==> config.mk <==
export PLATFORM = sky130hd
export DESIGN_NAME = greedy_max_assignment
export DESIGN_NICKNAME = d
export VERILOG_FILES = /design/src/gma_pkg.sv /design/src/gma_ram.sv /design/src/gma_fifo.sv /design/src/gma_front.sv /design/src/gma_back.sv /design/src/greedy_max_assignment.sv
export SDC_FILE = /design/constraint.sdc
export NUM_CORES = 2
export LEC_CHECK = 0
export BUFFER_PORTS_ARGS = -buffer_cell sky130_fd_sc_hd__buf_4
export CORE_MARGIN = 5
export CORE_UTILIZATION = 39
export CTS_CLUSTER_SIZE = 14
export DETAILED_ROUTE_END_ITERATION = 10
export PLACE_DENSITY = 0.61
export SYNTH_ARGS = -nofsm -noshare
export SYNTH_HDL_FRONTEND = slang
export SYNTH_HIERARCHICAL = 1
export SYNTH_MEMORY_MAX_BITS = 65536
export SYNTH_SLANG_ARGS = --single-unit
==> constraint.sdc <==
create_clock -name clock -period 6.7 [get_ports clock]
set_input_delay 0.335 -clock clock [delete_from_list [all_inputs] [get_ports clock]]
set_output_delay 0.335 -clock clock [all_outputs]
set_load 0.05 [all_outputs]
==> src/gma_pkg.sv <==
// Shared types and constants for the greedy maximum assignment block.
package gma_pkg;

   localparam int SizeBits     = 5;
   localparam int CsrAddrBits  = 2;
   localparam int CsrDataBits  = 32;
   localparam int OutIdxBits   = 4;

   localparam logic [SizeBits-1:0]    SizeReset     = 5'd16;
   localparam logic [CsrAddrBits-1:0] RegMatrixSize = 2'd0;

   typedef struct packed {
      logic [OutIdxBits-1:0] row_index;
      logic [OutIdxBits-1:0] col_index;
      logic                  pair_found;
      logic                  last_pair;
   } result_type;

   typedef struct packed {
      logic busy;
      logic run_done;
   } back_status_type;

endpackage

==> src/gma_ram.sv <==
// Generic single-write, single-read RAM with registered read data.
module gma_ram #(
   parameter  int WIDTH = 16,
   parameter  int DEPTH = 256,
   localparam int AW    = (DEPTH > 1) ? $clog2(DEPTH) : 1
) (
   input  logic                 clock,
   input  logic                 we,
   input  logic [AW-1:0]        waddr,
   input  logic [WIDTH-1:0]     wdata,
   input  logic                 re,
   input  logic [AW-1:0]        raddr,
   output logic [WIDTH-1:0]     rdata
);
   logic [WIDTH-1:0] mem [DEPTH];

   always_ff @(posedge clock) begin
      if (we) begin
         mem[waddr] <= wdata;
      end
      if (re) begin
         rdata <= mem[raddr];
      end
   end
endmodule

==> src/gma_fifo.sv <==
// Small generic FIFO built from registers.
module gma_fifo #(
   parameter int WIDTH = 8,
   parameter int DEPTH = 2
) (
   input  logic             clock,
   input  logic             reset,
   input  logic             push,
   input  logic [WIDTH-1:0] din,
   input  logic             pop,
   output logic [WIDTH-1:0] dout,
   output logic             full,
   output logic             empty
);
   localparam int PW = (DEPTH > 1) ? $clog2(DEPTH) : 1;
   localparam int CW = $clog2(DEPTH + 1);

   logic [WIDTH-1:0] mem_ff [DEPTH];
   logic [PW-1:0]    wr_ptr_ff, wr_ptr_in;
   logic [PW-1:0]    rd_ptr_ff, rd_ptr_in;
   logic [CW-1:0]    count_ff, count_in;
   logic             do_push, do_pop;

   always_comb begin
      full      = (count_ff == CW'(DEPTH));
      empty     = (count_ff == '0);
      do_push   = push && !full;
      do_pop    = pop && !empty;
      dout      = mem_ff[rd_ptr_ff];
      wr_ptr_in = wr_ptr_ff;
      rd_ptr_in = rd_ptr_ff;
      count_in  = count_ff;
      if (do_push) begin
         wr_ptr_in = (wr_ptr_ff == PW'(DEPTH - 1)) ? '0 : wr_ptr_ff + PW'(1);
      end
      if (do_pop) begin
         rd_ptr_in = (rd_ptr_ff == PW'(DEPTH - 1)) ? '0 : rd_ptr_ff + PW'(1);
      end
      if (do_push && !do_pop) begin
         count_in = count_ff + CW'(1);
      end else if (do_pop && !do_push) begin
         count_in = count_ff - CW'(1);
      end
   end

   always_ff @(posedge clock) begin
      if (reset) begin
         wr_ptr_ff <= '0;
         rd_ptr_ff <= '0;
         count_ff  <= '0;
      end else begin
         wr_ptr_ff <= wr_ptr_in;
         rd_ptr_ff <= rd_ptr_in;
         count_ff  <= count_in;
      end
      if (do_push) begin
         mem_ff[wr_ptr_ff] <= din;
      end
   end
endmodule

==> src/gma_front.sv <==
// Front end: size register, matrix loading and run launch.
module gma_front #(
   parameter  int MAX_SIZE   = 16,
   parameter  int SCORE_BITS = 16,
   localparam int Depth      = MAX_SIZE * MAX_SIZE,
   localparam int AW         = (Depth > 1) ? $clog2(Depth) : 1,
   localparam int NW         = $clog2(MAX_SIZE + 1),
   localparam int LW         = $clog2(Depth + 1)
) (
   input  logic                            clock,
   input  logic                            reset,
   input  logic                            csr_psel,
   input  logic                            csr_penable,
   input  logic                            csr_pwrite,
   input  logic [gma_pkg::CsrAddrBits-1:0] csr_paddr,
   input  logic [gma_pkg::CsrDataBits-1:0] csr_pwdata,
   output logic [gma_pkg::CsrDataBits-1:0] csr_prdata,
   output logic                            csr_pready,
   input  logic                            req_push,
   input  logic signed [SCORE_BITS-1:0]    req_score,
   output logic                            req_full,
   output logic                            ram_we,
   output logic [AW-1:0]                   ram_waddr,
   output logic [SCORE_BITS-1:0]           ram_wdata,
   output logic                            cmd_push,
   output logic [NW-1:0]                   cmd_size,
   input  logic                            cmd_full,
   input  gma_pkg::back_status_type        status
);
   logic [gma_pkg::SizeBits-1:0] size_ff, size_in;
   logic [LW-1:0]                load_ff, load_in;
   logic                         hold_ff, hold_in;
   logic [NW-1:0]                n;
   logic [LW-1:0]                n_sq;
   logic [LW-1:0]                load_next;
   logic                         take, active, launch, csr_wr;

   always_comb begin
      if (32'(size_ff) > MAX_SIZE) begin
         n = NW'(MAX_SIZE);
      end else begin
         n = NW'(size_ff);
      end
      n_sq      = LW'(n) * LW'(n);
      req_full  = hold_ff || status.busy || cmd_full;
      take      = req_push && !req_full;
      // a zero size drops the word
      active    = take && (n != '0);
      load_next = load_ff + LW'(1);
      launch    = active && (load_next >= n_sq);

      ram_we    = active;
      ram_waddr = load_ff[AW-1:0];
      ram_wdata = req_score;
      cmd_push  = launch;
      cmd_size  = n;

      load_in = load_ff;
      if (launch) begin
         load_in = '0;
      end else if (active) begin
         load_in = load_next;
      end

      hold_in = hold_ff;
      if (launch) begin
         hold_in = 1'b1;
      end else if (status.run_done) begin
         hold_in = 1'b0;
      end

      csr_pready = 1'b1;
      csr_wr     = csr_psel && csr_penable && csr_pwrite && csr_pready &&
                   (csr_paddr == gma_pkg::RegMatrixSize);
      size_in    = csr_wr ? csr_pwdata[gma_pkg::SizeBits-1:0] : size_ff;
      csr_prdata = (csr_paddr == gma_pkg::RegMatrixSize) ?
                   gma_pkg::CsrDataBits'(size_ff) : '0;
   end

   always_ff @(posedge clock) begin
      if (reset) begin
         size_ff <= gma_pkg::SizeReset;
         load_ff <= '0;
         hold_ff <= 1'b0;
      end else begin
         size_ff <= size_in;
         load_ff <= load_in;
         hold_ff <= hold_in;
      end
   end
endmodule

==> src/gma_back.sv <==
// Back end: round sequencer that scans the stored matrix and emits pairs.
module gma_back #(
   parameter  int MAX_SIZE   = 16,
   parameter  int SCORE_BITS = 16,
   localparam int Depth      = MAX_SIZE * MAX_SIZE,
   localparam int AW         = (Depth > 1) ? $clog2(Depth) : 1,
   localparam int NW         = $clog2(MAX_SIZE + 1)
) (
   input  logic                        clock,
   input  logic                        reset,
   input  logic                        cmd_empty,
   input  logic [NW-1:0]               cmd_size,
   output logic                        cmd_pop,
   output logic                        ram_re,
   output logic [AW-1:0]               ram_raddr,
   input  logic [SCORE_BITS-1:0]       ram_rdata,
   input  logic                        out_full,
   output logic                        out_push,
   output gma_pkg::result_type         out_word,
   output gma_pkg::back_status_type    status
);
   localparam int IW    = (MAX_SIZE > 1) ? $clog2(MAX_SIZE) : 1;
   localparam int OW    = gma_pkg::OutIdxBits;

   localparam logic signed [SCORE_BITS-1:0] NegOne = {3'b111, {(SCORE_BITS-3){1'b0}}};

   typedef enum logic [2:0] {
      S_IDLE,
      S_SCAN,
      S_DRAIN,
      S_DECIDE,
      S_CLOSE
   } state_type;

   state_type                     state_ff, state_in;
   logic [NW-1:0]                 n_ff, n_in;
   logic [NW-1:0]                 round_ff, round_in;
   logic [IW-1:0]                 i_ff, i_in, j_ff, j_in;
   logic [AW-1:0]                 addr_ff, addr_in;
   logic signed [SCORE_BITS-1:0]  best_ff, best_in;
   logic                          found_ff, found_in;
   logic [IW-1:0]                 bi_ff, bi_in, bj_ff, bj_in;
   logic                          pend_ff, pend_in;
   logic [OW-1:0]                 pend_row_ff, pend_row_in, pend_col_ff, pend_col_in;
   logic [MAX_SIZE-1:0]           row_taken_ff, row_taken_in;
   logic [MAX_SIZE-1:0]           col_taken_ff, col_taken_in;
   logic                          rv_ff, rv_in, skip_ff, skip_in;
   logic [IW-1:0]                 ri_ff, ri_in, rj_ff, rj_in;
   logic                          hit, j_last, i_last;

   always_comb begin
      state_in     = state_ff;
      n_in         = n_ff;
      round_in     = round_ff;
      i_in         = i_ff;
      j_in         = j_ff;
      addr_in      = addr_ff;
      best_in      = best_ff;
      found_in     = found_ff;
      bi_in        = bi_ff;
      bj_in        = bj_ff;
      pend_in      = pend_ff;
      pend_row_in  = pend_row_ff;
      pend_col_in  = pend_col_ff;
      row_taken_in = row_taken_ff;
      col_taken_in = col_taken_ff;
      rv_in        = 1'b0;
      skip_in      = skip_ff;
      ri_in        = ri_ff;
      rj_in        = rj_ff;
      cmd_pop      = 1'b0;
      ram_re       = 1'b0;
      ram_raddr    = addr_ff;
      out_push     = 1'b0;
      out_word     = '0;
      status.busy     = (state_ff != S_IDLE);
      status.run_done = 1'b0;

      j_last = (NW'(j_ff) + NW'(1)) == n_ff;
      i_last = (NW'(i_ff) + NW'(1)) == n_ff;

      // strict compare keeps the first entry on a tie
      hit = rv_ff && !skip_ff && ($signed(ram_rdata) > best_ff);
      if (hit) begin
         best_in  = $signed(ram_rdata);
         bi_in    = ri_ff;
         bj_in    = rj_ff;
         found_in = 1'b1;
      end

      unique case (state_ff)
         S_IDLE: begin
            if (!cmd_empty) begin
               cmd_pop  = 1'b1;
               n_in     = cmd_size;
               round_in = '0;
               i_in     = '0;
               j_in     = '0;
               addr_in  = '0;
               best_in  = NegOne;
               found_in = 1'b0;
               state_in = S_SCAN;
            end
         end
         S_SCAN: begin
            ram_re  = 1'b1;
            rv_in   = 1'b1;
            skip_in = row_taken_ff[i_ff] | col_taken_ff[j_ff];
            ri_in   = i_ff;
            rj_in   = j_ff;
            addr_in = addr_ff + AW'(1);
            if (j_last) begin
               j_in = '0;
               i_in = i_ff + IW'(1);
               if (i_last) begin
                  state_in = S_DRAIN;
               end
            end else begin
               j_in = j_ff + IW'(1);
            end
         end
         S_DRAIN: begin
            state_in = S_DECIDE;
         end
         S_DECIDE: begin
            if (!found_ff) begin
               state_in = S_CLOSE;
            end else if (!(pend_ff && out_full)) begin
               // release the previous pair, hold this one until the next round ends
               if (pend_ff) begin
                  out_push = 1'b1;
                  out_word = '{row_index: pend_row_ff, col_index: pend_col_ff,
                               pair_found: 1'b1, last_pair: 1'b0};
               end
               pend_in             = 1'b1;
               pend_row_in         = OW'(bi_ff);
               pend_col_in         = OW'(bj_ff);
               row_taken_in[bi_ff] = 1'b1;
               col_taken_in[bj_ff] = 1'b1;
               round_in            = round_ff + NW'(1);
               i_in                = '0;
               j_in                = '0;
               addr_in             = '0;
               best_in             = NegOne;
               found_in            = 1'b0;
               if ((round_ff + NW'(1)) == n_ff) begin
                  state_in = S_CLOSE;
               end else begin
                  state_in = S_SCAN;
               end
            end
         end
         S_CLOSE: begin
            if (!out_full) begin
               out_push = 1'b1;
               if (pend_ff) begin
                  out_word = '{row_index: pend_row_ff, col_index: pend_col_ff,
                               pair_found: 1'b1, last_pair: 1'b1};
               end else begin
                  out_word = '{row_index: '0, col_index: '0,
                               pair_found: 1'b0, last_pair: 1'b1};
               end
               pend_in         = 1'b0;
               row_taken_in    = '0;
               col_taken_in    = '0;
               status.run_done = 1'b1;
               state_in        = S_IDLE;
            end
         end
         default: begin
            state_in = S_IDLE;
         end
      endcase
   end

   always_ff @(posedge clock) begin
      if (reset) begin
         state_ff     <= S_IDLE;
         rv_ff        <= 1'b0;
         found_ff     <= 1'b0;
         pend_ff      <= 1'b0;
         row_taken_ff <= '0;
         col_taken_ff <= '0;
      end else begin
         state_ff     <= state_in;
         rv_ff        <= rv_in;
         found_ff     <= found_in;
         pend_ff      <= pend_in;
         row_taken_ff <= row_taken_in;
         col_taken_ff <= col_taken_in;
      end
      n_ff        <= n_in;
      round_ff    <= round_in;
      i_ff        <= i_in;
      j_ff        <= j_in;
      addr_ff     <= addr_in;
      best_ff     <= best_in;
      bi_ff       <= bi_in;
      bj_ff       <= bj_in;
      pend_row_ff <= pend_row_in;
      pend_col_ff <= pend_col_in;
      skip_ff     <= skip_in;
      ri_ff       <= ri_in;
      rj_ff       <= rj_in;
   end
endmodule

==> src/greedy_max_assignment.sv <==
// Loading: one score word per cycle while req_full is low; an n by n matrix takes n*n
// words, none taken during a run. Run: up to n rounds, each one RAM read per entry, then
// drain and decide; each pair leaves one round after it is found, the last at the end.
// No new score word is taken until the run on the loaded matrix has closed.
// Reset (synchronous): matrix_size returns to 16, load count and flags clear; the
// score RAM keeps whatever it holds and needs no clearing.
module greedy_max_assignment #(
   parameter int MAX_SIZE   = 16,
   parameter int SCORE_BITS = 16
) (
   input  logic                                clock,
   input  logic                                reset,
   input  logic                                csr_psel,
   input  logic                                csr_penable,
   input  logic                                csr_pwrite,
   input  logic [gma_pkg::CsrAddrBits-1:0]     csr_paddr,
   input  logic [gma_pkg::CsrDataBits-1:0]     csr_pwdata,
   output logic [gma_pkg::CsrDataBits-1:0]     csr_prdata,
   output logic                                csr_pready,
   input  logic                                req_push,
   input  logic signed [SCORE_BITS-1:0]        req_score,
   output logic                                req_full,
   output logic                                rsp_empty,
   input  logic                                rsp_pop,
   output logic [gma_pkg::OutIdxBits-1:0]      rsp_row_index,
   output logic [gma_pkg::OutIdxBits-1:0]      rsp_col_index,
   output logic                                rsp_pair_found,
   output logic                                rsp_last_pair
);
   localparam int Depth = MAX_SIZE * MAX_SIZE;
   localparam int AW    = (Depth > 1) ? $clog2(Depth) : 1;
   localparam int NW    = $clog2(MAX_SIZE + 1);
   localparam int RW    = $bits(gma_pkg::result_type);

   logic                      ram_we, ram_re;
   logic [AW-1:0]             ram_waddr, ram_raddr;
   logic [SCORE_BITS-1:0]     ram_wdata, ram_rdata;
   logic                      cmd_push, cmd_pop, cmd_full, cmd_empty;
   logic [NW-1:0]             cmd_size_w, cmd_size_r;
   logic                      out_push, out_full;
   gma_pkg::result_type       out_word, rsp_word;
   logic [RW-1:0]             rsp_bits;
   gma_pkg::back_status_type  status;

   gma_front #(.MAX_SIZE(MAX_SIZE), .SCORE_BITS(SCORE_BITS)) u_front (
      .clock       (clock),
      .reset       (reset),
      .csr_psel    (csr_psel),
      .csr_penable (csr_penable),
      .csr_pwrite  (csr_pwrite),
      .csr_paddr   (csr_paddr),
      .csr_pwdata  (csr_pwdata),
      .csr_prdata  (csr_prdata),
      .csr_pready  (csr_pready),
      .req_push    (req_push),
      .req_score   (req_score),
      .req_full    (req_full),
      .ram_we      (ram_we),
      .ram_waddr   (ram_waddr),
      .ram_wdata   (ram_wdata),
      .cmd_push    (cmd_push),
      .cmd_size    (cmd_size_w),
      .cmd_full    (cmd_full),
      .status      (status)
   );

   gma_ram #(.WIDTH(SCORE_BITS), .DEPTH(Depth)) u_store (
      .clock (clock),
      .we    (ram_we),
      .waddr (ram_waddr),
      .wdata (ram_wdata),
      .re    (ram_re),
      .raddr (ram_raddr),
      .rdata (ram_rdata)
   );

   gma_fifo #(.WIDTH(NW), .DEPTH(2)) u_cmd_q (
      .clock (clock),
      .reset (reset),
      .push  (cmd_push),
      .din   (cmd_size_w),
      .pop   (cmd_pop),
      .dout  (cmd_size_r),
      .full  (cmd_full),
      .empty (cmd_empty)
   );

   gma_back #(.MAX_SIZE(MAX_SIZE), .SCORE_BITS(SCORE_BITS)) u_back (
      .clock     (clock),
      .reset     (reset),
      .cmd_empty (cmd_empty),
      .cmd_size  (cmd_size_r),
      .cmd_pop   (cmd_pop),
      .ram_re    (ram_re),
      .ram_raddr (ram_raddr),
      .ram_rdata (ram_rdata),
      .out_full  (out_full),
      .out_push  (out_push),
      .out_word  (out_word),
      .status    (status)
   );

   gma_fifo #(.WIDTH(RW), .DEPTH(4)) u_rsp_q (
      .clock (clock),
      .reset (reset),
      .push  (out_push),
      .din   (out_word),
      .pop   (rsp_pop),
      .dout  (rsp_bits),
      .full  (out_full),
      .empty (rsp_empty)
   );

   assign rsp_word       = gma_pkg::result_type'(rsp_bits);
   assign rsp_row_index  = rsp_word.row_index;
   assign rsp_col_index  = rsp_word.col_index;
   assign rsp_pair_found = rsp_word.pair_found;
   assign rsp_last_pair  = rsp_word.last_pair;
endmodule

==> impl_results.md <==
- CTS Sinks: 4296
- Clk_lat worst skew: 0.98 ns
- Yosys warns: 6
- Yosys top cell area share: 0.752
- R2r setup slk: 1.10 ns
- Hold slack final: 0.129 ns
- FF-to-FF path depth: 22
- Gr usage total: 0.195
- Post-Syn Area: 0.168 mm²
- Die Area: 0.444 mm²
- Die W: 667 µm
- Crit. End Element: flip-flop
- Hold crit path type: primary input to flip-flop
- Final min period: 5.60 ns
- Seq/Total Area, Yosys: 0.762
- CP required: 7.62 ns
- Vias in the first global route: 83505
- Most used DFF post-synth: edfxtp_1
- Largest net degree at the start of global routing: 206
- Share of cells above drive strength 1: 0.231
- Dpl cell area: 0.176 mm²
- FP Rows: 241
- Worst flop-to-flop path endpoint: u_cmd_q/count_ff[1]
- Post-Synthesis Cells: 8192
- Crit-path cells: and2b_1, nand2_1, fa_1, fa_1, fa_1, inv_1, ha_1, a21o_1, a21oi_1, o21bai_1, a21oi_1, xnor2_1, ha_1, o21ai_0, nor2_1, a211oi_2, nor2_1, inv_1, nor2_1, ha_1, or3_1, a21oi_1
- CP Max Fanout: 11
- Dpl hpwl: 262000 µm
- Detailed-route via count: 85183
- Power density cells: 284 mW/mm²
- Distinct cell type count after synthesis: 86
- Ys async rst share: 0
- CP Class: flip-flop to flip-flop
- Commonest cells after routing, fill and taps aside: 4213 x edfxtp_1, 817 x mux4_2, 572 x mux2i_1
- Area of the core: 0.430 mm²
- Gr ovfl total: 0
- Placer Congestion: 0.886
- Min-Delay Endpoint: u_store/mem[63][10]
- Critical Path Max Stage Delay: 0.56 ns
- H-tree Lvls: 5
- Worst slew pin tran: 1.46 ns
- RSZ-0062 raised after global routing: no
- Final TNS setup: 0 ns
- Worst setup margin: 1.10 ns
- 1st-iter DRT viols: 11206
- Post-route ant nets: 0
- Worst Skew: 0.0763 ns
- Final setup fails: 0
- Setup WS pre-CTS: 1.12 ns
- Hold Path Stages: 1
- Top cell type by total area after synthesis: edfxtp_1
- CTS resizes: 0
- Pleak: 60.1 nW
- Most common cell after layout, fill and taps aside: edfxtp_1
- CP Launch Type: flip-flop
- Drt drc: 0
- First-pass GRT wire length: 630000 µm
- Clk slew on worst S/H paths: 0.06 ns
- Port bufs: 46
- Number of synthesized flops with an enable pin: 4213
- Top cells by area, synth: edfxtp_1 75%, mux4_2 11%, mux2i_1 3.4%
- Num ports: 102
- Area Overhead vs Synth: 13.0%
- Status: complete, no violations
- CTS tree: yes
- Critical Path AT: 6.52 ns
- Die Span Y: 667 µm
- Max-Cap Viols: 0
- Peak VDD IR: 0.200 mV
- Slew headroom: 0.0242
- Setup bufs post-CTS: 0
- Final Cell Area: 0.190 mm²
- Pre-antenna DRT Iters: 6
- Syn Area/Cell: 20.5 µm²
- Slowest CP cell: dfxtp_1
- Seq cells post-synth: 4296
- CTS max path bufs: 4
- Cts hold-fix bufs: 32
- Total CTS buffers: 420
- Vias/cell: 5.82
- Nets: 8688
- Final hold vios: 0
- Period utilization: 0.836
- Reg-to-Reg Start: u_front/size_ff[4]
- Routed WL: 444000 µm
- Routed WL per cell: 30.3 µm
- Total power: 0.0540 W
- Final slew viol count: 0
- Initial antenna violation count: 26
- Root Buffer Master: clkbuf_16
- Fmax: 178 MHz
- Initial core utilization: 0.391
- Min-delay src: req_score[10]
-- cell usage after synthesis, drive strengths merged, types with 22 or more instances --
| cell | n |
|---|---|
| clkbuf | 241 |
| inv | 46 |
| o21ai | 64 |
| nand3 | 71 |
| xor2 | 26 |
| o22ai | 150 |
| and3 | 23 |
| mux2 | 93 |
| a31oi | 22 |
| dfxtp | 83 |
| a221oi | 29 |
| o221ai | 253 |
| ha | 44 |
| mux4 | 817 |
| nand4 | 34 |
| nand2 | 67 |
| a211oi | 23 |
| and2 | 22 |
| a21oi | 240 |
| edfxtp | 4213 |
| nor2 | 386 |
| nor3 | 110 |
| a22oi | 43 |
| a22o | 32 |
| mux2i | 572 |
| o32ai | 23 |
| buf | 294 |
-- final cells by class --
type	count	area (µm²)
inverters	48	219
multi-input cells	3342	36900
flip-flops and latches	4296	128000
repair buffers	474	4190
well taps	5710	7140
fillers	35976	240000
clock buffers	517	11100
clock inverters	250	2280
diodes	11	27.5
-- logic make-up after synthesis --
| kind of cell | share of synthesized area |
|---|---|
| flops | 0.762 |
| mux | 0.150 |
| compound gates | 0.0389 |
| simple gates | 0.0224 |
| buf+inv | 0.0206 |
| fa+ha+maj | 0.00387 |
| xor+xnor | 0.00234 |
| other cells | 0.0000447 |
-- registers in the layout, summed over array words and instances (netlist names), 8 cells and up, named ones only --
name and cells:
u_back/col_taken_ff 16, u_store/rdata 16, u_back/best_ff 16, u_front/load_ff 9
u_store/mem 4096, u_cmd_q/mem_ff 10, u_back/row_taken_ff 16, u_rsp_q/mem_ff 40
u_back/ram_raddr 8
-- worst max-delay path: cells and delay by family (launching register included) --
| family | cells | cell delay, ns |
|---|---|---|
| adders and majority gates | 6 | 2.42 |
| DFF | 1 | 0.56 |
| AOI/OAI and AO/OA | 7 | 1.18 |
| buffers and inverters | 2 | 0.17 |
| and+or+nand+nor | 6 | 1.05 |
| xor gates and xnor gates | 1 | 0.15 |
-- worst max-delay path by stage --
stage                             from                   to  slack [ns]
finish              u_front/size_ff[4]  u_cmd_q/count_ff[1]        1.10
global route        u_front/size_ff[4]  u_cmd_q/count_ff[1]        0.74
CTS                 u_front/size_ff[4]  u_cmd_q/count_ff[1]        1.09
detailed placement  u_front/size_ff[4]  u_cmd_q/count_ff[1]        1.12
global placement    u_front/size_ff[4]  u_cmd_q/count_ff[1]        0.98
floorplan           u_front/size_ff[4]  u_cmd_q/count_ff[1]        1.43
-- per-layer routing --
| layer | up-vias | global-route usage | part of all wire |
|---|---|---|---|
| li1 | 34985 | - | - |
| met1 | 45489 | 0.278 | 0.41 |
| met2 | 4033 | 0.308 | 0.47 |
| met3 | 672 | 0.0334 | 0.087 |
| met4 | 4 | 0.0616 | 0.035 |
| met5 | - | 0 | 0.000054 |
-- per-stage QoR --
stage / instances / utilization
CTS: 14636 / 0.442
global route: 14638 / 0.442
detailed placement: 13837 / 0.410
finish: 14648 / 0.442
floorplan: 8222 / -
global placement: 13837 / 0.410
-- where the power goes --
part	internal [W]	leakage (nW)	switching, W	total, W
clock	0.0132	6.57	0.00996	0.0231
combinational	0.000301	15.0	0.000948	0.00125
sequential	0.0295	38.5	0.0000560	0.0296
No activity file was read; power rests on OpenSTA's default activity.
